[src/rtl/pda_pkg.sv]
// Shared widths, register codes, stream field offsets and the frame record type
// for the pair dispersion accumulator. No dependencies.
package pda_pkg;

	// Field widths
	localparam int PosW     = 24;
	localparam int ZW       = 21;
	localparam int BoxW     = 24;
	localparam int StepW    = 24;
	localparam int TimeW    = 32;
	localparam int ScaledW  = 56;
	localparam int CntW     = 13;
	localparam int SumXyzW  = 60;
	localparam int SumXyW   = 59;
	localparam int SumZW    = 54;
	localparam int MeanXyzW = 48;
	localparam int MeanXyW  = 47;
	localparam int MeanZW   = 43;

	// Wrapped separation is at most half the box
	localparam int SepW  = PosW - 1;
	localparam int SqXW  = 2 * SepW;
	localparam int SqXyW = 2 * SepW + 1;
	localparam int SqZW  = 2 * ZW;

	localparam int MaxPairs      = 4096;
	localparam int QueueDepthDef = 4;

	// Configuration port
	localparam int CfgIdxW  = 2;
	localparam int CfgDataW = 24;
	localparam logic [CfgIdxW-1:0] CfgBoxX     = 2'd0;
	localparam logic [CfgIdxW-1:0] CfgBoxY     = 2'd1;
	localparam logic [CfgIdxW-1:0] CfgTimeStep = 2'd2;

	// Stream layouts
	localparam int InDataW     = 176;
	localparam int InUserW     = 2;
	localparam int InXFirstLo  = 0;
	localparam int InYFirstLo  = 24;
	localparam int InZFirstLo  = 48;
	localparam int InXSecondLo = 69;
	localparam int InYSecondLo = 93;
	localparam int InZSecondLo = 117;
	localparam int InTimeLo    = 138;
	localparam int UserUsable  = 0;
	localparam int UserMissing = 1;

	localparam int OutDataW   = 208;
	localparam int OutCountLo = ScaledW;

	// One finished frame handed from front to back
	typedef struct packed {
		logic [SumXyzW-1:0] sum_xyz;
		logic [SumXyW-1:0]  sum_xy;
		logic [SumZW-1:0]   sum_z;
		logic [CntW-1:0]    count;
		logic [TimeW-1:0]   frame_time;
	} frame_rec_t;

endpackage

[src/rtl/pda_frame_queue.sv]
// Short queue of finished frame records between front and back.
// Depends on pda_pkg.
module pda_frame_queue import pda_pkg::*; #(
	parameter int DEPTH = QueueDepthDef
) (
	input  logic                          clk,
	input  logic                          arst_n,
	input  logic                          push,
	input  frame_rec_t                    push_rec,
	input  logic                          pop,
	output frame_rec_t                    pop_rec,
	output logic                          empty,
	output logic [$clog2(DEPTH+1)-1:0]    level
);

	localparam int PtrW = (DEPTH > 1) ? $clog2(DEPTH) : 1;
	localparam int LvlW = $clog2(DEPTH + 1);

	frame_rec_t            mem_q [DEPTH];
	logic [PtrW-1:0]       wr_ptr_q, rd_ptr_q;
	logic [LvlW-1:0]       level_q;

	function automatic logic [PtrW-1:0] ptr_inc(input logic [PtrW-1:0] p);
		return (p == PtrW'(DEPTH - 1)) ? '0 : (p + 1'b1);
	endfunction

	// Storage
	always_ff @(posedge clk) begin
		if (push)
			mem_q[wr_ptr_q] <= push_rec;
	end

	// Pointers and fill level
	always_ff @(posedge clk or negedge arst_n) begin
		if (!arst_n) begin
			wr_ptr_q <= '0;
			rd_ptr_q <= '0;
			level_q <= '0;
		end else begin
			if (push)
				wr_ptr_q <= ptr_inc(wr_ptr_q);
			if (pop)
				rd_ptr_q <= ptr_inc(rd_ptr_q);
			if (push && !pop)
				level_q <= level_q + 1'b1;
			else if (pop && !push)
				level_q <= level_q - 1'b1;
		end
	end

	assign pop_rec = mem_q[rd_ptr_q];
	assign empty = (level_q == '0);
	assign level = level_q;

endmodule

[config.mk]
export PLATFORM = sky130hd
export DESIGN_NAME = pda_frame_queue
export DESIGN_NICKNAME = d
export VERILOG_FILES = /design/src/rtl/pda_pkg.sv /design/src/rtl/pda_frame_queue.sv
export SDC_FILE = /design/constraint.sdc
export NUM_CORES = 1
export LEC_CHECK = 0
export BUFFER_PORTS_ARGS = -buffer_cell sky130_fd_sc_hd__buf_4
export CAP_MARGIN = 20
export CORE_MARGIN = 2
export CORE_UTILIZATION = 55
export CTS_BUF_LIST = sky130_fd_sc_hd__clkbuf_2 sky130_fd_sc_hd__clkbuf_4 sky130_fd_sc_hd__clkbuf_8
export CTS_CLUSTER_DIAMETER = 50
export DETAILED_ROUTE_END_ITERATION = 12
export PLACE_DENSITY = 0.81
export SYNTH_ARGS = -nofsm -noshare
export SYNTH_HDL_FRONTEND = slang
export SYNTH_SLANG_ARGS = --single-unit
[constraint.sdc]
create_clock -name clk -period 7.5 [get_ports clk]
set_input_delay 1.5 -clock clk [delete_from_list [all_inputs] [get_ports clk]]
set_output_delay 1.5 -clock clk [all_outputs]
set_load 0.01 [all_outputs]
* Yosys cells after proc, flatten, opt, wreduce, memory -nomap -nowiden
Memory sizes are Yosys's and may differ from the RTL's. Cells that the tools add are included.
Cells by class: add/sub/neg operators 4, equal/unequal tests 2, multiplexer cells 6, reductions and logical operators 6
Operators by type and width (number):
- two-way mux 3 bit | 2
- adder 2 x 1 -> 2 bit (second input constant) | 2
- equality test 2 bit (second input constant) | 2
- two-way mux 2 bit | 2
- adder 3 x 1 -> 3 bit (second input constant) | 1
- logical NOT 3 bit | 1
- subtractor 3 x 1 -> 3 bit (second input constant) | 1
- logical AND 1 bit | 2
- logical NOT 1 bit | 2
- two-way mux 1 bit | 2
- nonzero test 2 bit | 1
Word-level totals: bits in registers 7, RAM bits 872, input port bits 222, output and inout bits 222, logic and storage cells 22, memories kept 1
Memories:
- mem_q | depth 4, bits a word 218, rd ports 1, clocked after memory_dff 0, wr ports 1, RTL line pda_frame_queue.sv:19 | frame_rec_t mem_q [DEPTH];

* Longest topological paths before layout
word-level depth 4, depth in mapped cells 7, depth with buffers taken out 7

* Worst setup path after synthesis
OpenSTA, ideal clock, no wires.
path type input to register, start point input port push, end point memory mem_q[0][0] (netlist bit), enable pin, library setup time 605 ps, arrival 6439 ps, required time 6895 ps, path slack 456 ps, stages on the path 1, path through and2_1
Between the ends: word-level cells in the longest chain between the ends 2
Ends and longest elaborated chain:
- start, declared | RTL line pda_frame_queue.sv:8 | input logic push,
- two-way mux 1 bit | RTL line pda_frame_queue.sv:29 | if (push)
- two-way mux 1 bit (not written as such) | RTL line pda_frame_queue.sv:30 | mem_q[wr_ptr_q] <= push_rec;
- end, declared | RTL line pda_frame_queue.sv:19
No other way between the ends.

==> results.cfg <==
[placement]
dpl.hpwl_um = 36700
dp_slack_ns = 3.77
place_congestion = 0.735
placed_cells = 2346
portBuffers = 443

[worst_setup_path]
cpMostUsedCell = buf_4
worst-endpoint-required_ns = 6.00
cp-start-kind = flop
rrSetupSlack_ns = 4.90
cp_max_fo = 60
slowest_delay_ns = 0.78
reg2reg_depth = 3
r2r_end = mem_q[3][62]
cp.arrival_ns = 2.99
path_cells = buf_4, mux4_2, buf_4
reg2reg_from = wr_ptr_q[0]
slowest_stage = buf_4
cp-end-kind = output port
crit_type = reg2out

[clock_tree]
cts_tree = yes
clkLatencyLatePin_ns = 0.77
clk_pin_slew_ns = 0.06
htree_levels = 4
cts_made_buffers = 138
root_buffer = clkbuf_8
cts.sinks = 879
post_cts_buffers = 0
hold_buffers = 0
ctsResizeCount = 0
cts_buffer_depth = 3

[floorplanning]
coreArea_um2 = 57700
dieArea_um2 = 60300
die_w_um = 245
num_io_pins = 444
initial_utilization_pct = 55.6
die_y_um = 245
rows = 88

[yosys]
ys_ff_latch = 879
synth_cell_type_count = 20
netlist_area_um2 = 32100
netlist_top_cells_count = edfxtp_1 (872), mux4_2 (218), buf_2 (23)
synthCells = 1175
synth_top_cell_by_area = edfxtp_1
synth.avg_cell_area_um2 = 27.3
synth-edff-count = 872
ys_warn_count = 0
synth_ff_type = edfxtp_1
syn-num-nets = 1404
synth_top_area_share_pct = 81.6
async_flop_share_pct = 0.796
synthTopCellsByArea = edfxtp_1 (82%), mux4_2 (15%), buf_12 (1.3%)
ys_seq_area_share_pct = 82.2
yosysMostFrequentCell = edfxtp_1

[finish]
fin_cells = 2585
synthToLayoutAreaGrowth_pct = 20.5
nNetsFinal = 1950
drive_above_1_share_pct = 49.7

[timing]
rsz0062_at_grt = false
setup_ws_ns = 3.01
setup_tns_ns = 0
report.final.slew_viol_count = 0
min_period_ns = 4.49
min_period_over_period_pct = 59.9
setup_viol = 0
whs_ns = 0.500
max_freq_mhz = 223
hold_viol = 0
fin_skew_ns = 0.0289
worst_pin_slew_ns = 1.01
relSlewSlack_pct = 32.4

[routing]
vias = 14500
drt_iter0_drc = 992
wirelength_um = 62600
ant_nets = 0
route.detailed.drc = 0
avgRoutedWirePerCell_um = 24.2
via_per_inst = 5.62
first_pass_iters = 4

[hold_path]
hold_end = level[2]
hold_start = level[2]
holdCritPathClass = reg2reg
whs_path_depth = 1

[global_routing]
grt_pass1_wl_um = 93200
grt_overflow = 0
grt_start_max_net_pins = 140
grt_pass1_vias = 15300
antenna_found_initial = 8
grt_usage_pct = 21.1

[power_and_ir_drop]
p_leak_nw = 13.2
vdd_ir_drop_max_mv = 0.338
power.density_nw_per_um2 = 386

[run]
maxCapViolations = 0

[status]
outcome = finished, final reports clean
## flip-flops by register name, indices dropped and copies added, names as in the netlist
register  cells
mem_q       872
level         3
rd_ptr_q      2
wr_ptr_q      2
## how the worst max path moves through the flow
stage / endpoint / cells past startpoint / slack [ns] / from
2_1_floorplan: mem_q[0][0] / 1 / 0.46 / push
3_3_place_gp: pop_rec[33] / 3 / 3.74 / rd_ptr_q[1]
4_1_cts: pop_rec[33] / 3 / 2.89 / rd_ptr_q[1]
3_5_place_dp: pop_rec[33] / 3 / 3.77 / rd_ptr_q[1]
6_report: pop_rec[33] / 3 / 3.01 / rd_ptr_q[1]
5_1_grt: pop_rec[33] / 3 / 2.81 / rd_ptr_q[0]
## power by group
group / total (W) / switching, W / internal, W
Sequential: 0.00652 / 0.000220 / 0.00630
Clock: 0.00387 / 0.00173 / 0.00214
Combinational: 0.00452 / 0.00228 / 0.00224
Total: 0.0149 / 0.00423 / 0.0107
## area by class of cell
cell class / count / area, um^2
diodes: 5 / 12.5
well taps: 765 / 957
multi-input cells: 243 / 5130
flip-flops and latches: 879 / 26400
repair buffers: 455 / 3500
clock buffers: 197 / 2390
clock inverters: 37 / 278
fillers: 3532 / 19000
inverters: 4 / 15.0
## worst max-delay path, delay by kind of cell (launching register included)
kind | cells | cell delay (ns)
buffers and inverters | 2 | 0.95
muxes | 1 | 0.46
DFF | 1 | 0.74
## cell usage in the layout, fill, tap and decap left out, drive strengths merged
| cell | instances |
|---|---|
| clkbuf | 197 |
| ha | 6 |
| clkinv | 26 |
| edfxtp | 872 |
| mux4 | 218 |
| bufinv | 3 |
| fa | 1 |
| nor3 | 1 |
| o21ai | 2 |
| xnor2 | 1 |
| and2 | 4 |
| clkinvlp | 4 |
| nand2 | 2 |
| inv | 8 |
| xor2 | 2 |
| nor2 | 3 |
| buf | 455 |
| mux2 | 3 |
| dfrtp | 7 |
| diode | 5 |
## per-layer routing
layer,GRT usage [%],share of wire (%),routed length [um]
met1,26.0,37,23100
met2,33.4,50,31600
met3,8.99,10,6320
met4,8.50,2.6,1620
met5,0,0.057,36
## kinds of logic (layout without fill, tap and decap cells)
logic type	Yosys count	count (layout)	share of synthesized area (%)
simple gates	10	10	0.152
xor+xnor	3	3	0.0819
mux	221	221	15.4
buf+inv	53	693	1.85
other cells	0	5	0
flops	879	879	82.2
compound gates	2	2	0.0312
fa+ha+maj	7	7	0.296
## stage by stage
stage / total power [W] / utilization [%] / area [um^2]
global placement: 0.0111 / 62.4 / 36000
finish: 0.0149 / 67.0 / 38700
CTS: 0.0151 / 67.0 / 38600
global route: 0.0156 / 67.0 / 38700
detailed placement: 0.0112 / 62.4 / 36000
floorplan: 0.00955 / - / 32100
Power figures use the tool's default switching activity.
