### config.mk
export PLATFORM = sky130hd
export DESIGN_NAME = pda_back
export DESIGN_NICKNAME = d
export VERILOG_FILES = /design/src/rtl/pda_pkg.sv /design/src/rtl/pda_back.sv
export SDC_FILE = /design/constraint.sdc
export NUM_CORES = 2
export LEC_CHECK = 0
export ABC_AREA = 1
export BUFFER_PORTS_ARGS = -buffer_cell sky130_fd_sc_hd__buf_4
export CAP_MARGIN = 10
export CORE_MARGIN = 1.5
export CORE_UTILIZATION = 65
export CTS_CLUSTER_DIAMETER = 40
export CTS_CLUSTER_SIZE = 16
export DETAILED_ROUTE_END_ITERATION = 10
export PLACE_DENSITY = 0.95
export SLEW_MARGIN = 20
export SYNTH_ARGS = -nofsm -noshare
export SYNTH_HDL_FRONTEND = slang
export SYNTH_SLANG_ARGS = --single-unit
export TNS_END_PERCENT = 10
### constraint.sdc
create_clock -name clk -period 56.9 [get_ports clk]
set_clock_uncertainty 0.1 [all_clocks]
set_input_delay 11.38 -clock clk [delete_from_list [all_inputs] [get_ports clk]]
set_output_delay 11.38 -clock clk [all_outputs]
set_load 0.01 [all_outputs]
### src/rtl/pda_pkg.sv
// Shared widths, register codes, stream field offsets and the frame record type
// for the pair dispersion accumulator. No dependencies.
package pda_pkg;

	// Field widths
	localparam int PosW     = 24;
	localparam int ZW       = 21;
	localparam int BoxW     = 24;
	localparam int StepW    = 24;
	localparam int TimeW    = 32;
	localparam int ScaledW  = 56;
	localparam int CntW     = 13;
	localparam int SumXyzW  = 60;
	localparam int SumXyW   = 59;
	localparam int SumZW    = 54;
	localparam int MeanXyzW = 48;
	localparam int MeanXyW  = 47;
	localparam int MeanZW   = 43;

	// Wrapped separation is at most half the box
	localparam int SepW  = PosW - 1;
	localparam int SqXW  = 2 * SepW;
	localparam int SqXyW = 2 * SepW + 1;
	localparam int SqZW  = 2 * ZW;

	localparam int MaxPairs      = 4096;
	localparam int QueueDepthDef = 4;

	// Configuration port
	localparam int CfgIdxW  = 2;
	localparam int CfgDataW = 24;
	localparam logic [CfgIdxW-1:0] CfgBoxX     = 2'd0;
	localparam logic [CfgIdxW-1:0] CfgBoxY     = 2'd1;
	localparam logic [CfgIdxW-1:0] CfgTimeStep = 2'd2;

	// Stream layouts
	localparam int InDataW     = 176;
	localparam int InUserW     = 2;
	localparam int InXFirstLo  = 0;
	localparam int InYFirstLo  = 24;
	localparam int InZFirstLo  = 48;
	localparam int InXSecondLo = 69;
	localparam int InYSecondLo = 93;
	localparam int InZSecondLo = 117;
	localparam int InTimeLo    = 138;
	localparam int UserUsable  = 0;
	localparam int UserMissing = 1;

	localparam int OutDataW   = 208;
	localparam int OutCountLo = ScaledW;

	// One finished frame handed from front to back
	typedef struct packed {
		logic [SumXyzW-1:0] sum_xyz;
		logic [SumXyW-1:0]  sum_xy;
		logic [SumZW-1:0]   sum_z;
		logic [CntW-1:0]    count;
		logic [TimeW-1:0]   frame_time;
	} frame_rec_t;

endpackage

### src/rtl/pda_back.sv
// Back part: takes frame records, scales the time, divides the three sums by
// the pair count one quotient bit a cycle, and holds the result. Depends on pda_pkg.
module pda_back import pda_pkg::*; (
	input  logic                 clk,
	input  logic                 arst_n,
	input  logic [StepW-1:0]     time_step,
	input  frame_rec_t           rec,
	input  logic                 empty,
	output logic                 pop,
	output logic                 out_valid,
	input  logic                 out_ready,
	output logic [ScaledW-1:0]   scaled_time,
	output logic [CntW-1:0]      pair_count,
	output logic [MeanXyzW-1:0]  mean_r2_xyz,
	output logic [MeanXyW-1:0]   mean_r2_xy,
	output logic [MeanZW-1:0]    mean_r2_z
);

	localparam int Lanes  = 3;
	localparam int StepsW = $clog2(SumXyzW);

	typedef enum logic [2:0] {
		ST_IDLE = 3'b001,
		ST_DIV  = 3'b010,
		ST_DONE = 3'b100
	} back_state_t;

	back_state_t           state_q;
	logic [StepsW-1:0]     step_q;
	logic                  out_valid_q;

	logic [SumXyzW-1:0]    quo_q [Lanes];
	logic [CntW-1:0]       rem_q [Lanes];
	logic [SumXyzW-1:0]    quo_nx [Lanes];
	logic [CntW-1:0]       rem_nx [Lanes];
	logic [CntW-1:0]       div_q;
	logic [CntW-1:0]       cnt_q;
	logic [ScaledW-1:0]    scaled_q;

	logic [ScaledW-1:0]    scaled_o_q;
	logic [CntW-1:0]       count_o_q;
	logic [MeanXyzW-1:0]   xyz_o_q;
	logic [MeanXyW-1:0]    xy_o_q;
	logic [MeanZW-1:0]     z_o_q;

	// One restoring division step per lane
	always_comb begin
		logic [CntW:0] trial;
		for (int i = 0; i < Lanes; i++) begin
			trial = {rem_q[i], quo_q[i][SumXyzW-1]};
			if (trial >= {1'b0, div_q}) begin
				rem_nx[i] = CntW'(trial - {1'b0, div_q});
				quo_nx[i] = {quo_q[i][SumXyzW-2:0], 1'b1};
			end else begin
				rem_nx[i] = trial[CntW-1:0];
				quo_nx[i] = {quo_q[i][SumXyzW-2:0], 1'b0};
			end
		end
	end

	assign pop = (state_q == ST_IDLE) && !empty;

	// Sequencer
	always_ff @(posedge clk or negedge arst_n) begin
		if (!arst_n) begin
			state_q <= ST_IDLE;
			step_q <= '0;
			out_valid_q <= 1'b0;
		end else begin
			if (out_valid_q && out_ready)
				out_valid_q <= 1'b0;
			unique case (state_q)
				ST_IDLE: begin
					step_q <= '0;
					if (!empty)
						state_q <= ST_DIV;
				end
				ST_DIV: begin
					step_q <= step_q + 1'b1;
					if (step_q == StepsW'(SumXyzW - 1))
						state_q <= ST_DONE;
				end
				ST_DONE: begin
					if (!out_valid_q) begin
						out_valid_q <= 1'b1;
						state_q <= ST_IDLE;
					end
				end
				default: state_q <= ST_IDLE;
			endcase
		end
	end

	// Working and result registers
	always_ff @(posedge clk) begin
		if (pop) begin
			quo_q[0] <= rec.sum_xyz;
			quo_q[1] <= SumXyzW'(rec.sum_xy);
			quo_q[2] <= SumXyzW'(rec.sum_z);
			for (int i = 0; i < Lanes; i++)
				rem_q[i] <= '0;
			div_q <= rec.count;
			cnt_q <= rec.count;
			scaled_q <= ScaledW'(time_step) * ScaledW'(rec.frame_time);
		end else if (state_q == ST_DIV) begin
			for (int i = 0; i < Lanes; i++) begin
				quo_q[i] <= quo_nx[i];
				rem_q[i] <= rem_nx[i];
			end
		end
		if ((state_q == ST_DONE) && !out_valid_q) begin
			scaled_o_q <= scaled_q;
			count_o_q <= cnt_q;
			xyz_o_q <= quo_q[0][MeanXyzW-1:0];
			xy_o_q <= quo_q[1][MeanXyW-1:0];
			z_o_q <= quo_q[2][MeanZW-1:0];
		end
	end

	assign out_valid = out_valid_q;
	assign scaled_time = scaled_o_q;
	assign pair_count = count_o_q;
	assign mean_r2_xyz = xyz_o_q;
	assign mean_r2_xy = xy_o_q;
	assign mean_r2_z = z_o_q;

endmodule

### Word level (Yosys, flattened, before mapping)

Memories as Yosys holds them, arrays and structs flattened.
Index checks and enable logic that the tools add are counted.

* add/subtract/negate cells: 4
* multiply operators: 1
* order comparisons: 3
* eq/ne operators: 7
* muxes and demuxes: 25
* bitwise logic cells: 6
* reductions and logical operators: 7

Operators by type and width (count)
* $mux W60: 3
* $mux W13: 6
* $mul A24 B32 Y56: 1
* $ge A14 B13 Y1: 3
* $sub A13 B13 Y13: 3
* $pmux W6 S2: 1
* $mux W1: 11
* $mux W3: 3
* $pmux W3 S3: 1
* $add A6 B1 Y6 const B: 1
* $eq A6 B6 Y1 const B: 1
* $ne A2 B2 Y1 const B: 3
* $or A1 B1 Y1: 6
* $eq A3 B1 Y1 const B: 1
* $eq A3 B2 Y1 const B: 1
* $eq A3 B3 Y1 const B: 1
* $logic_and A1 B1 Y1: 3
* $reduce_and A3 Y1: 1
* $logic_not A1 Y1: 2
* $reduce_bool A2 Y1: 1

* register bits: 286
* bits in writable memories: 219
* bits of input ports: 246
* output and inout port bits: 209
* logic and storage cells: 65
* memories kept: 2

Memory list
* quo_q: depth 3, bits a word 60, rd ports 3, clocked after memory_dff 0, wr ports 3, line pda_back.sv:32 `logic [SumXyzW-1:0] quo_q [Lanes];`
* rem_q: depth 3, bits a word 13, rd ports 3, clocked after memory_dff 0, wr ports 3, line pda_back.sv:33 `logic [CntW-1:0] rem_q [Lanes];`

### Depth between registers and ports, before layout

* word-level depth: 5
* depth in mapped cells: 29
* depth with buffers taken out: 28

### Least setup slack after synthesis

No wires, ideal clock.

* kind: input-to-reg
* start: input port empty
* end: memory quo_q[0][0] (enable)
* library setup time: 1.101 ns
* arrival time: 26.640 ns
* required time: 55.699 ns
* slack: 29.059 ns
* stages: 1
* buffers on the path: 0
* cells stage by stage: o21ai_0

RTL lines
* start: declaration: line pda_back.sv:8 `input logic empty,`
* end: declaration: line pda_back.sv:32

### Worst setup path after layout

* start: input port empty
* end: output port pop

* longest elaborated chain between the ends: 2

Ends and longest elaborated chain
* $logic_not A1 Y1
* $logic_and A1 B1 Y1: line pda_back.sv:61 `assign pop = (state_q == ST_IDLE) && !empty;`
* end: declaration: line pda_back.sv:9 `output logic pop,`

No other way between the ends.

==> results.ini <==
[critical_path]
max_stage_delay_ps = 140
crit_path_max_fanout = 4
critPathLaunchType = primary input
path_common_cell = buf_4
required_ps = 45420
crit_chain = buf_4 -> nor2_4 -> buf_4
worstSetupEndpointType = output port
path_buf_inv = 2
cp_data_arrival_time_ps = 11800
crit_type = in2out
cpLargestDelayFamily = buffers and inverters
slowest_stage = buf_4

[synthesis]
ys_ff_latch = 505
ys.flop_type = edfxtp_1
avgSynthCellArea_um2 = 8.74
synthesis.nets = 6497
synth_area_leader_cell = edfxtp_1
synth_edf_count = 495
synth_top_cell_area_share_pct = 31.7
seq_area_frac_synth_pct = 32.2
synth_most_common_cell = nand2_1
netlist_top_cells_area = edfxtp_1 32%, fa_1 28%, nand2_1 15%
synth_cells = 5368
netlist_area_um2 = 46900
synthArstFlopShare_pct = 1.98
synth_commonest_cells = 1,860 x nand2_1, 1,388 x inv_1, 661 x fa_1
yosysUniqueCellTypes = 37
synth_warnings = 0

[run]
cap_violations = 0

[drt]
vias = 38700
drtIter0Drc = 4838
drc = 2
via_per_inst = 5.78
wirelength_um = 141000
dr.pass1.iters = 10
antenna_left = 0
wl_per_cell_um = 21.1

[timing]
drv_slew = 0
rsz0062_at_grt = false
max_freq_mhz = 43.0
finalSetupViolCount = 0
setup-tns-final_ps = 0
finalCritPeriodShare_pct = 40.9
hold_violations = 0
fin_crit_ps = 23280
tightestPinTransition_ps = 1200
relSlewSlack_pct = 20.2

[clock_tree]
cts.sinks = 505
cts_tree = built
clkSlewWorstSetupHoldPaths_ps = 70
cts_hold_buf = 0
cts_buffers = 56
post-cts-setup-buffer-count = 0
htreeDepth = 2
clk_latency_ps = 640
clk_path_buf_depth = 3
ctsRootBufferMaster = clkbuf_16
cts_resized = 0

[floorplanning]
start_util_pct = 65.6
coreArea_um2 = 71500
dieArea_um2 = 73800
num_rows = 98
die_h_um = 272
io_pins = 455
die_w_um = 272

[place]
gp_congestion = 1.00
dp_hpwl_um = 103000
port_buffers = 454

[hold_path]
hp-class = reg2reg

[grt]
grt_usage_pct = 38.7
grt_antenna_before_repair = 4
grt_overflow_total = 0
grt_pass1_vias = 41800
grt_pass1_wl_um = 219000
grt_start_max_net_pins = 218

[layout]
drive_gt1_share_pct = 10.1
nets = 6833
areaGrowthSynthToFinish_pct = 12.6

[run_status]
status = finished, violations left
violations = DRC

## cell families after synthesis
kind of cell / Yosys count / share of synthesized area (%)
AOI/OAI and AO/OA: 136 / 1.62
xor gates and xnor gates: 53 / 0.990
adders and majority gates: 883 / 34.1
buffers and inverters: 1575 / 12.7
DFF: 505 / 32.2
muxes: 1 / 0.0240
and+or+nand+nor: 2215 / 18.3
## layout by cell type (no fill, tap or decap), types with 5 or more instances in the layout
cell type   Yosys  layout
inv_6           0      14
nand3_1        85      85
ha_1          222     222
inv_8           0       7
clkinvlp_4      0       8
o21ai_0        30      29
clkinv_4        0       6
buf_4           4     460
fa_1          661     661
edfxtp_1      495     495
nor2_1        209     208
o21bai_1       12      12
nand2_1      1860    1860
nor4_1          6       5
dfrtp_1         9       9
a21oi_1        76      76
clkbuf_16       0      56
xnor2_1        21      21
nand4_1        21      21
and2_1          6       6
a21boi_0        5       5
nor3_1         15      15
xor2_1         32      32
nand3b_1        5       5
inv_1        1388    1388
## worst reg2reg max path: cells and delay by family, from the launching register on
family / cells / cell delay, ps
flops: 1 / 430
simple gates: 1 / 220
buf+inv: 5 / 3270
compound gates: 1 / 420
## metrics by stage
step / hold WS [ps] / area (um2) / utilization [%] / instances / worst slack, ps
CTS: 298 / 52800 / 73.8 / 6698 / 33630
detailed placement: 305 / 50900 / 71.2 / 6596 / 33650
global placement: 301 / 50900 / 71.2 / 6596 / 33670
finish: 301 / 52800 / 73.8 / 6699 / 33620
floorplan: 300 / 46900 / - / 5368 / 29060
global route: 322 / 52800 / 73.8 / 6698 / 33610
## metal layers
layer / vias up / track usage (%) / wire, um
met3: 1006 / 11.8 / 19100
met4: 6 / 27.0 / 12000
li1: 16300 / - / -
met2: 3131 / 61.8 / 64900
met5: - / 0 / 40
met1: 18200 / 44.8 / 45300
## registers in the layout, summed over array words and instances, names as in the netlist
signal / cells
quo_q: 180
scaled_q: 56
scaled_time: 56
mean_r2_xyz: 48
mean_r2_xy: 47
mean_r2_z: 43
rem_q: 39
cnt_q: 13
pair_count: 13
step_q: 6
state_q: 3
out_valid: 1
## final cells by class
type	count	area, um2
multi-input cells	3288	25900
flip-flops and latches	505	15100
fillers	4352	18700
diodes	1	2.50
clock buffers	57	1410
inverters	1390	5220
well taps	950	1190
clock inverters	45	497
repair buffers	463	3500
## final timing paths
kind / start / endpoint / slack (ps) / cells past startpoint
min: scaled_q[29]$_DFFE_PP_ / scaled_time[29]$_DFFE_PP_ / 300 / 0
min reg2reg: scaled_q[29]$_DFFE_PP_ / scaled_time[29]$_DFFE_PP_ / 300 / 0
max in group asynchronous: arst_n / state_q[0]$_DFFE_PN1P_ / 46000 / 1
max: empty / pop / 33620 / 3
max reg2reg: state_q[2]$_DFFE_PN0P_ / quo_q[0][141]$_DFFE_PP_ / 52050 / 7
min in group asynchronous: arst_n / state_q[1]$_DFFE_PN0P_ / 10480 / 1
Power is left out: the tool's default activity adds up to more than one toggle a clock period on the data nets, which glitch-free logic cannot reach.
