**src/rtl/pda_pkg.sv**
```systemverilog
// Shared widths, register codes, stream field offsets and the frame record type
// for the pair dispersion accumulator. No dependencies.
package pda_pkg;

	// Field widths
	localparam int PosW     = 24;
	localparam int ZW       = 21;
	localparam int BoxW     = 24;
	localparam int StepW    = 24;
	localparam int TimeW    = 32;
	localparam int ScaledW  = 56;
	localparam int CntW     = 13;
	localparam int SumXyzW  = 60;
	localparam int SumXyW   = 59;
	localparam int SumZW    = 54;
	localparam int MeanXyzW = 48;
	localparam int MeanXyW  = 47;
	localparam int MeanZW   = 43;

	// Wrapped separation is at most half the box
	localparam int SepW  = PosW - 1;
	localparam int SqXW  = 2 * SepW;
	localparam int SqXyW = 2 * SepW + 1;
	localparam int SqZW  = 2 * ZW;

	localparam int MaxPairs      = 4096;
	localparam int QueueDepthDef = 4;

	// Configuration port
	localparam int CfgIdxW  = 2;
	localparam int CfgDataW = 24;
	localparam logic [CfgIdxW-1:0] CfgBoxX     = 2'd0;
	localparam logic [CfgIdxW-1:0] CfgBoxY     = 2'd1;
	localparam logic [CfgIdxW-1:0] CfgTimeStep = 2'd2;

	// Stream layouts
	localparam int InDataW     = 176;
	localparam int InUserW     = 2;
	localparam int InXFirstLo  = 0;
	localparam int InYFirstLo  = 24;
	localparam int InZFirstLo  = 48;
	localparam int InXSecondLo = 69;
	localparam int InYSecondLo = 93;
	localparam int InZSecondLo = 117;
	localparam int InTimeLo    = 138;
	localparam int UserUsable  = 0;
	localparam int UserMissing = 1;

	localparam int OutDataW   = 208;
	localparam int OutCountLo = ScaledW;

	// One finished frame handed from front to back
	typedef struct packed {
		logic [SumXyzW-1:0] sum_xyz;
		logic [SumXyW-1:0]  sum_xy;
		logic [SumZW-1:0]   sum_z;
		logic [CntW-1:0]    count;
		logic [TimeW-1:0]   frame_time;
	} frame_rec_t;

endpackage

```
**src/rtl/pda_front.sv**
```systemverilog
// Front part: accepts pairs, classifies them, wraps, squares and accumulates,
// and pushes one frame record per non-empty frame. Depends on pda_pkg.
module pda_front import pda_pkg::*; #(
	parameter int DEPTH = QueueDepthDef
) (
	input  logic                                clk,
	input  logic                                arst_n,
	input  logic [BoxW-1:0]                     box_x,
	input  logic [BoxW-1:0]                     box_y,
	input  logic                                in_valid,
	output logic                                in_ready,
	input  logic [PosW-1:0]                     x_first,
	input  logic [PosW-1:0]                     y_first,
	input  logic signed [ZW-1:0]                z_first,
	input  logic [PosW-1:0]                     x_second,
	input  logic [PosW-1:0]                     y_second,
	input  logic signed [ZW-1:0]                z_second,
	input  logic                                pair_usable,
	input  logic                                position_missing,
	input  logic                                last_in_frame,
	input  logic [TimeW-1:0]                    frame_time,
	input  logic [$clog2(DEPTH+1)-1:0]          q_level,
	output logic                                push,
	output frame_rec_t                          push_rec
);

	localparam int LvlW  = $clog2(DEPTH + 1);
	localparam int OccW  = LvlW + 3;

	// Minimum-image wrap of a raw separation already known to be at most twice the box
	function automatic logic [SepW-1:0] wrap_sep(input logic [PosW-1:0] d,
			input logic [BoxW-1:0] box);
		logic [PosW-1:0] d1;
		logic [PosW-1:0] d2;
		d1 = (d > box) ? (d - box) : d;
		d2 = ({d1, 1'b0} > {1'b0, box}) ? (box - d1) : d1;
		return d2[SepW-1:0];
	endfunction

	logic                  halted_q;
	logic [CntW-1:0]       cnt_q;

	logic                  accept;
	logic [PosW-1:0]       dx_raw, dy_raw;
	logic signed [ZW:0]    dz_full;
	logic [ZW-1:0]         dz_mag;
	logic                  bad_x, bad_y, take0, last_eff;
	logic [CntW-1:0]       cnt_next;

	logic                  take_s1, take_s2, take_s3;
	logic                  push_s1, push_s2, push_s3, push_s4;
	logic [PosW-1:0]       dx_s1, dy_s1;
	logic [ZW-1:0]         dz_s1, dz_s2;
	logic [SepW-1:0]       dx_s2, dy_s2;
	logic [SqXW-1:0]       sqx_s3, sqy_s3;
	logic [SqZW-1:0]       sqz_s3, sz_s4;
	logic [SqXyW-1:0]      sxy_s4;
	logic [CntW-1:0]       cnt_s1, cnt_s2, cnt_s3, cnt_s4;
	logic [TimeW-1:0]      time_s1, time_s2, time_s3, time_s4;

	logic [SumXyzW-1:0]    sum_xyz_q, nx_xyz;
	logic [SumXyW-1:0]     sum_xy_q, nx_xy;
	logic [SumZW-1:0]      sum_z_q, nx_z;
	logic [2:0]            pend;
	logic [OccW-1:0]       occ;

	// Credit check: queued frames plus frame ends still in the pipeline
	assign pend = 3'(push_s1) + 3'(push_s2) + 3'(push_s3) + 3'(push_s4);
	assign occ = OccW'(q_level) + OccW'(pend);
	assign in_ready = occ < OccW'(DEPTH);
	assign accept = in_valid && in_ready;

	// Classification on the incoming pair
	always_comb begin
		dx_raw = (x_first >= x_second) ? (x_first - x_second) : (x_second - x_first);
		dy_raw = (y_first >= y_second) ? (y_first - y_second) : (y_second - y_first);
		bad_x = {1'b0, dx_raw} > {box_x, 1'b0};
		bad_y = {1'b0, dy_raw} > {box_y, 1'b0};
		dz_full = (ZW+1)'(z_first) - (ZW+1)'(z_second);
		dz_mag = dz_full[ZW] ? ZW'(-dz_full) : dz_full[ZW-1:0];
		take0 = !halted_q && pair_usable && !position_missing && !bad_x && !bad_y
			&& (cnt_q < CntW'(MaxPairs));
		cnt_next = cnt_q + CntW'(take0);
		last_eff = last_in_frame && !halted_q;
	end

	// Pair count and halt flag
	always_ff @(posedge clk or negedge arst_n) begin
		if (!arst_n) begin
			halted_q <= 1'b0;
			cnt_q <= '0;
		end else if (accept) begin
			if (last_eff) begin
				cnt_q <= '0;
				if (cnt_next == '0)
					halted_q <= 1'b1;
			end else begin
				cnt_q <= cnt_next;
			end
		end
	end

	// Stage control flags
	always_ff @(posedge clk or negedge arst_n) begin
		if (!arst_n) begin
			take_s1 <= 1'b0;
			take_s2 <= 1'b0;
			take_s3 <= 1'b0;
			push_s1 <= 1'b0;
			push_s2 <= 1'b0;
			push_s3 <= 1'b0;
			push_s4 <= 1'b0;
		end else begin
			take_s1 <= accept && take0;
			push_s1 <= accept && last_eff && (cnt_next != '0);
			take_s2 <= take_s1;
			take_s3 <= take_s2;
			push_s2 <= push_s1;
			push_s3 <= push_s2;
			push_s4 <= push_s3;
		end
	end

	// Payload pipeline: raw separations, wrap, squares, pre-add
	always_ff @(posedge clk) begin
		dx_s1 <= dx_raw;
		dy_s1 <= dy_raw;
		dz_s1 <= dz_mag;
		cnt_s1 <= cnt_next;
		time_s1 <= frame_time;

		dx_s2 <= wrap_sep(dx_s1, box_x);
		dy_s2 <= wrap_sep(dy_s1, box_y);
		dz_s2 <= dz_s1;
		cnt_s2 <= cnt_s1;
		time_s2 <= time_s1;

		sqx_s3 <= SqXW'(dx_s2) * SqXW'(dx_s2);
		sqy_s3 <= SqXW'(dy_s2) * SqXW'(dy_s2);
		sqz_s3 <= SqZW'(dz_s2) * SqZW'(dz_s2);
		cnt_s3 <= cnt_s2;
		time_s3 <= time_s2;

		sxy_s4 <= take_s3 ? (SqXyW'(sqx_s3) + SqXyW'(sqy_s3)) : '0;
		sz_s4 <= take_s3 ? sqz_s3 : '0;
		cnt_s4 <= cnt_s3;
		time_s4 <= time_s3;
	end

	// Accumulation; a frame end hands the totals over and clears them
	assign nx_xyz = sum_xyz_q + SumXyzW'(sxy_s4) + SumXyzW'(sz_s4);
	assign nx_xy = sum_xy_q + SumXyW'(sxy_s4);
	assign nx_z = sum_z_q + SumZW'(sz_s4);

	always_ff @(posedge clk or negedge arst_n) begin
		if (!arst_n) begin
			sum_xyz_q <= '0;
			sum_xy_q <= '0;
			sum_z_q <= '0;
		end else if (push_s4) begin
			sum_xyz_q <= '0;
			sum_xy_q <= '0;
			sum_z_q <= '0;
		end else begin
			sum_xyz_q <= nx_xyz;
			sum_xy_q <= nx_xy;
			sum_z_q <= nx_z;
		end
	end

	assign push = push_s4;
	assign push_rec = '{sum_xyz: nx_xyz, sum_xy: nx_xy, sum_z: nx_z,
		count: cnt_s4, frame_time: time_s4};

endmodule

```
**config.mk**
```make
export PLATFORM = sky130hd
export DESIGN_NAME = pda_front
export DESIGN_NICKNAME = d
export VERILOG_FILES = /design/src/rtl/pda_pkg.sv /design/src/rtl/pda_front.sv
export SDC_FILE = /design/constraint.sdc
export NUM_CORES = 2
export LEC_CHECK = 0
export ABC_AREA = 1
export BUFFER_PORTS_ARGS = -buffer_cell sky130_fd_sc_hd__clkbuf_2
export CORE_MARGIN = 2
export CORE_UTILIZATION = 45
export CTS_CLUSTER_SIZE = 25
export DETAILED_ROUTE_END_ITERATION = 10
export GPL_ROUTABILITY_DRIVEN = 0
export HOLD_SLACK_MARGIN = 0.03
export PLACE_DENSITY = 0.75
export REMOVE_ABC_BUFFERS = 1
export SETUP_SLACK_MARGIN = 0.02
export SLEW_MARGIN = 20
export SYNTH_ARGS = -nofsm -noshare
export SYNTH_HDL_FRONTEND = slang
export SYNTH_SLANG_ARGS = --single-unit
export TNS_END_PERCENT = 5
```
**constraint.sdc**
```tcl
create_clock -name clk -period 6.3 [get_ports clk]
set_input_delay 0.945 -clock clk [delete_from_list [all_inputs] [get_ports clk]]
set_output_delay 0.945 -clock clk [all_outputs]
set_load 0.01 [all_outputs]
```
# Yosys cells after proc, flatten, opt, wreduce, memory -nomap -nowiden
# Cells that the tools add are included.
# totals
wordCells,92
reg_bits,733
# op_classes
n_mul,3
order_cmp,10
n_mux,11
reduce_logical,17
n_addsub,20
# op_table
op,n
24-bit subtractor,6
24-bit two-way mux,4
23-bit by 23-bit multiplier with 46-bit output,2
60-bit by 42-bit adder with 60-bit output,1
60-bit by 47-bit adder with 60-bit output,1
60-bit two-way mux,1
59-bit by 47-bit adder with 59-bit output,1
59-bit two-way mux,1
54-bit by 42-bit adder with 54-bit output,1
54-bit two-way mux,1
24-bit by 25-bit > comparator with 1-bit output,2
25-bit by 24-bit > comparator with 1-bit output,2
24-bit >= comparator,2
24-bit > comparator,2
46-bit by 46-bit adder with 47-bit output,1
23-bit two-way mux,2
23-bit subtractor,2
21-bit by 21-bit multiplier with 42-bit output,1
21-bit by 21-bit subtractor with 22-bit output,1
21-bit two-way mux,1
21-bit negation,1
13-bit by 1-bit adder with 13-bit output,1
13-bit logical NOT,1
"13-bit < comparator, second input constant",1
10 further kinds,22

# Depth between registers and ports, before layout
# depth
ltp_word,10
ltp_mapped,39
ltp_nobuf,39

# Least setup slack after synthesis
# Ideal clock, no wire load.
# synth_timing
path_kind,reg-to-reg
startpoint,register dx_s2[20]
endpoint,register sqx_s3[35]
path_stages_with_launch,26
path_slack_ps,126
required_ps,6177
t_arrival_ps,6051
setup_ps,123
cell_sequence,dfxtp_1 clkbuf_1 clkbuf_1 nand2_1 fa_1 fa_1 inv_1 fa_1 inv_1 fa_1 inv_1 fa_1 inv_1 fa_1 fa_1 inv_1 ha_1 a21oi_1 o21ai_0 a21oi_1 nand2_1 a21oi_1 inv_1 a21oi_1 o21bai_1 xor2_1
# synth_via
elab_chain_len,1
# synth_lines
element,line,source
"start, declared",pda_front.sv:54,"logic [SepW-1:0] dx_s2, dy_s2;"
"start signal, assigned",pda_front.sv:132,"dx_s2 <= wrap_sep(dx_s1, box_x);"
23-bit by 23-bit multiplier with 46-bit output,pda_front.sv:138,sqx_s3 <= SqXW'(dx_s2) * SqXW'(dx_s2);
"end signal, assigned",pda_front.sv:138,
"end, declared",pda_front.sv:55,"logic [SqXW-1:0] sqx_s3, sqy_s3;"
# No other way between the ends.
# A chain may end at the register's enable or synchronous reset.

# Worst setup path in the final report
# layout_timing
startpoint,register dy_s2[14]
endpoint,register sqy_s3[22]
# layout_via
elab_chain_len,1
# layout_lines
element,line,source
"start, declared",pda_front.sv:54,
"start signal, assigned",pda_front.sv:133,"dy_s2 <= wrap_sep(dy_s1, box_y);"
23-bit by 23-bit multiplier with 46-bit output,pda_front.sv:139,sqy_s3 <= SqXW'(dy_s2) * SqXW'(dy_s2);
"end signal, assigned",pda_front.sv:139,
"end, declared",pda_front.sv:55,
# No other way between the ends.

==> results.txt <==
Clock-pin slew on the worst setup and hold paths: 0.06 ns
Number of instances in the synthesized netlist: 12271
Final setup violation count: 0
Global-route wire length before repair: 420000 um
Yosys top cell area share: 0.246
Max-capacitance violation count: 0
Endpoint arrival time on the critical path: 6.75 ns
Worst reg2reg endpoint: sqy_s3[22]
Endpoint required time on the critical path: 6.85 ns
Number of cells traversed by the worst register-to-register path: 23
Final max-slew violation count: 0
Share of final-layout standard cells stronger than drive strength 1: 0.110
Die Outline Area: 0.209 sq mm
Total routing resource utilization after global routing: 0.250
Asr flop ratio synth: 0.266
Count of flip-flops with a built-in enable after synthesis: 0
Shortest period the worst path allows: 6.20 ns
Horizontal die dimension: 458 um
CTS Buffer Depth: 3
Count of routing violations after the opening detailed-route iteration: 6304
Placed standard-cell area: 0.101 sq mm
Final clock period utilization by the worst path: 0.984
Worst Skew: 0.0441 ns
Unrepaired setup endpoints after global routing: yes
Area share of and/or/nand/nor cells after synthesis: 0.176
Count of placed standard cells in the final layout, fillers left out: 15887
Synthesized area: 0.0926 sq mm
Sequential fraction of the synthesis area: 0.168
Number of endpoints with negative hold slack in the final report: 0
Maximum number of pins on one net before global-route repair: 99
Adder-Cell Fraction of Synth Area: 0.380
DRT Wirelength: 267000 um
HPWL after detailed placement: 224000 um
Later-pin clock latency in the skew report: 0.74 ns
Post-Syn Area per Cell: 7.55 sq um
Clock sink count: 729
Finished Core Util: 0.518
Max Fclk: 161 MHz
CP Capture Type: flop
Clock Tree Root: sky130_fd_sc_hd__clkbuf_16
CTS tree: done
Critical setup path kind: reg2reg
Number of fill cells in the layout: 19157
Transition time of the tightest slew-check pin: 0.997 ns
Initial standard-cell utilization of the core: 0.453
Overflow left after global routing: 0
Number of remaining DRC errors: 0
Number of distinct standard cells referenced by the synthesized netlist: 57
Maximum level of the CTS H-tree: 3
Routed vias/inst: 5.09
Most common cell after layout, fill and taps aside: sky130_fd_sc_hd__inv_1
Post-synthesis to final-layout area growth: 14.4%
Commonest non-fill, non-tap cells in the layout: 3092 x sky130_fd_sc_hd__inv_1, 2401 x sky130_fd_sc_hd__nand2_1, 1121 x sky130_fd_sc_hd__fa_1, 961 x sky130_fd_sc_hd__ha_1, 934 x sky130_fd_sc_hd__nor2_1
Num ports: 447
Average wire length per cell after detail routing: 16.8 um
Predominant post-synthesis flop cell: sky130_fd_sc_hd__dfxtp_1
Y dimension of the die: 458 um
Cts hold-fix bufs: 0
Setup WS post-layout: 0.100 ns
Largest family of logic cells by synthesized area: adder cells
Seq cells post-synth: 729
Reg-to-reg startpoint: dy_s2[14]
Vias: 80927
Antenna viol nets, final: 0
Post-synthesis cell type with the largest combined area: sky130_fd_sc_hd__fa_1
Class of the tightest hold or removal check: in2async
CTS Buf Count: 82
Compound-Gate Fraction of Synth Area: 0.0970
Slew HR: 0.333
Largest driver fanout on the critical path: 12
Worst-case register-to-register setup slack: 0.10 ns
Finished Cell Area: 0.106 sq mm
DP Worst Slack: -0.462 ns
Total instance count after detailed placement: 15682
Slowest cell on the critical path: sky130_fd_sc_hd__fa_1
Synth area leaders: sky130_fd_sc_hd__fa_1 25%, sky130_fd_sc_hd__ha_1 13%, sky130_fd_sc_hd__inv_1 13%
Number of nets in the layout: 15475
Vias in the first global route: 81000
Mux cell area share after synthesis: 0.000108
Number of standard-cell rows in the floorplan: 166
Core Area: 0.205 sq mm
Outcome: finished clean
Antenna violations before repair: 16
Critical path launch point type: flop
Buffers added on ports: 446
Delay of the slowest cell on the worst path: 0.55 ns
Cell repeated most along the worst path: sky130_fd_sc_hd__inv_1
Initial DRT Pass Iterations: 9
Xor/xnor cell area share of the yosys netlist: 0.0428
Cell breakdown of the critical path: buf_12 > nand2_1 > inv_1 > fa_1 > inv_1 > fa_1 > inv_1 > fa_1 > inv_1 > fa_1 > inv_1 > fa_1 > inv_1 > fa_2 > fa_1 > inv_2 > ha_4 > nand2_1 > nor2_1 > inv_1 > nor3_1 > a221oi_1 > xnor2_1
Yosys warning total: 0
[worst max-delay path by stage]
stage / start / end / cells after the start
2_1_floorplan: dx_s2[2] / sqx_s3[35] / 23
3_3_place_gp: x_first[0] / halted_q / 39
3_5_place_dp: x_first[0] / halted_q / 38
4_1_cts: dx_s2[14] / sqx_s3[39] / 25
5_1_grt: dx_s2[3] / sqx_s3[34] / 26
6_report: dy_s2[14] / sqy_s3[22] / 23
[metrics by stage]
stage | hold slack [ns] | setup TNS [ns]
after floorplan | 0.310 | 0
after global placement | 0.310 | -3.58
after detailed placement | 0.312 | -5.05
after CTS | 0.213 | -0.0755
after global routing | 0.266 | -0.808
final | 0.205 | 0
[cells by family (layout without fill, tap and decap cells)]
kind of cell / count (synthesis) / count (layout)
other: 0 / 12
DFF: 729 / 729
AOI/OAI and AO/OA: 1604 / 1604
muxes: 1 / 1
xor gates and xnor gates: 453 / 453
adders and majority gates: 2129 / 2129
and+or+nand+nor: 4037 / 4037
buffers and inverters: 3318 / 4234
[cell usage after synthesis, types with 43 or more instances]
master	instances
sky130_fd_sc_hd__inv_1	3108
sky130_fd_sc_hd__nand2_1	2419
sky130_fd_sc_hd__fa_1	1138
sky130_fd_sc_hd__ha_1	991
sky130_fd_sc_hd__nor2_1	972
sky130_fd_sc_hd__a21oi_1	709
sky130_fd_sc_hd__dfxtp_1	535
sky130_fd_sc_hd__o21ai_0	446
sky130_fd_sc_hd__xor2_1	320
sky130_fd_sc_hd__nand3_1	307
sky130_fd_sc_hd__dfrtp_1	194
sky130_fd_sc_hd__clkbuf_1	167
sky130_fd_sc_hd__xnor2_1	133
sky130_fd_sc_hd__nor3_1	97
sky130_fd_sc_hd__nand4_1	81
sky130_fd_sc_hd__a21o_1	70
sky130_fd_sc_hd__a31oi_1	68
sky130_fd_sc_hd__o21ai_1	67
sky130_fd_sc_hd__o21bai_1	60
sky130_fd_sc_hd__o21a_1	55
sky130_fd_sc_hd__nor4_1	43
[metal layers]
metal | global-route usage | vias to the layer above | wire, um
li1 | - | 39026 | -
met1 | 0.321 | 38064 | 110000
met2 | 0.411 | 3130 | 121000
met3 | 0.0356 | 701 | 20200
met4 | 0.127 | 6 | 15300
met5 | 0 | - | 40
[state kept, by name, summed over array words and instances (netlist names), 21 cells and up]
signal,flops
sum_xyz_q,60
sum_xy_q,59
sum_z_q,54
sxy_s4,47
sqx_s3,45
sqy_s3,45
sqz_s3,41
sz_s4,41
time_s1,32
time_s2,32
time_s3,32
time_s4,32
dx_s1,24
dy_s1,24
dx_s2,23
dy_s2,23
dz_s1,21
dz_s2,21
[worst max-delay path: cells and delay by family, from the launching register on]
family / cells / cell delay (ns)
adders and majority gates: 8 / 3.81
xor gates and xnor gates: 1 / 0.43
DFF: 1 / 0.38
and+or+nand+nor: 4 / 0.56
AOI/OAI and AO/OA: 1 / 0.14
buffers and inverters: 9 / 0.67
[final cells by class]
class,count,area (sq um),share of cell area
sequential,729,15700,0.148
clock buffer,104,2280,0.0215
clock inverter,48,539,0.00509
antenna,12,30.0,0.000283
inverter,3117,11700,0.110
tap,2688,3360,0.0317
multi-input combinational,8224,65500,0.618
timing repair buffer,965,6900,0.0651
[what timing repair did]
item                       in CTS  in global routing
resized for setup              17                326
setup buffers                   0                 30
gates cloned                    0                 11
pin swaps                       0                 63
setup endpoints to repair      35                 89
Power is left out: the tool's default activity adds up to more than one toggle a clock period on the data nets, which glitch-free logic cannot reach.
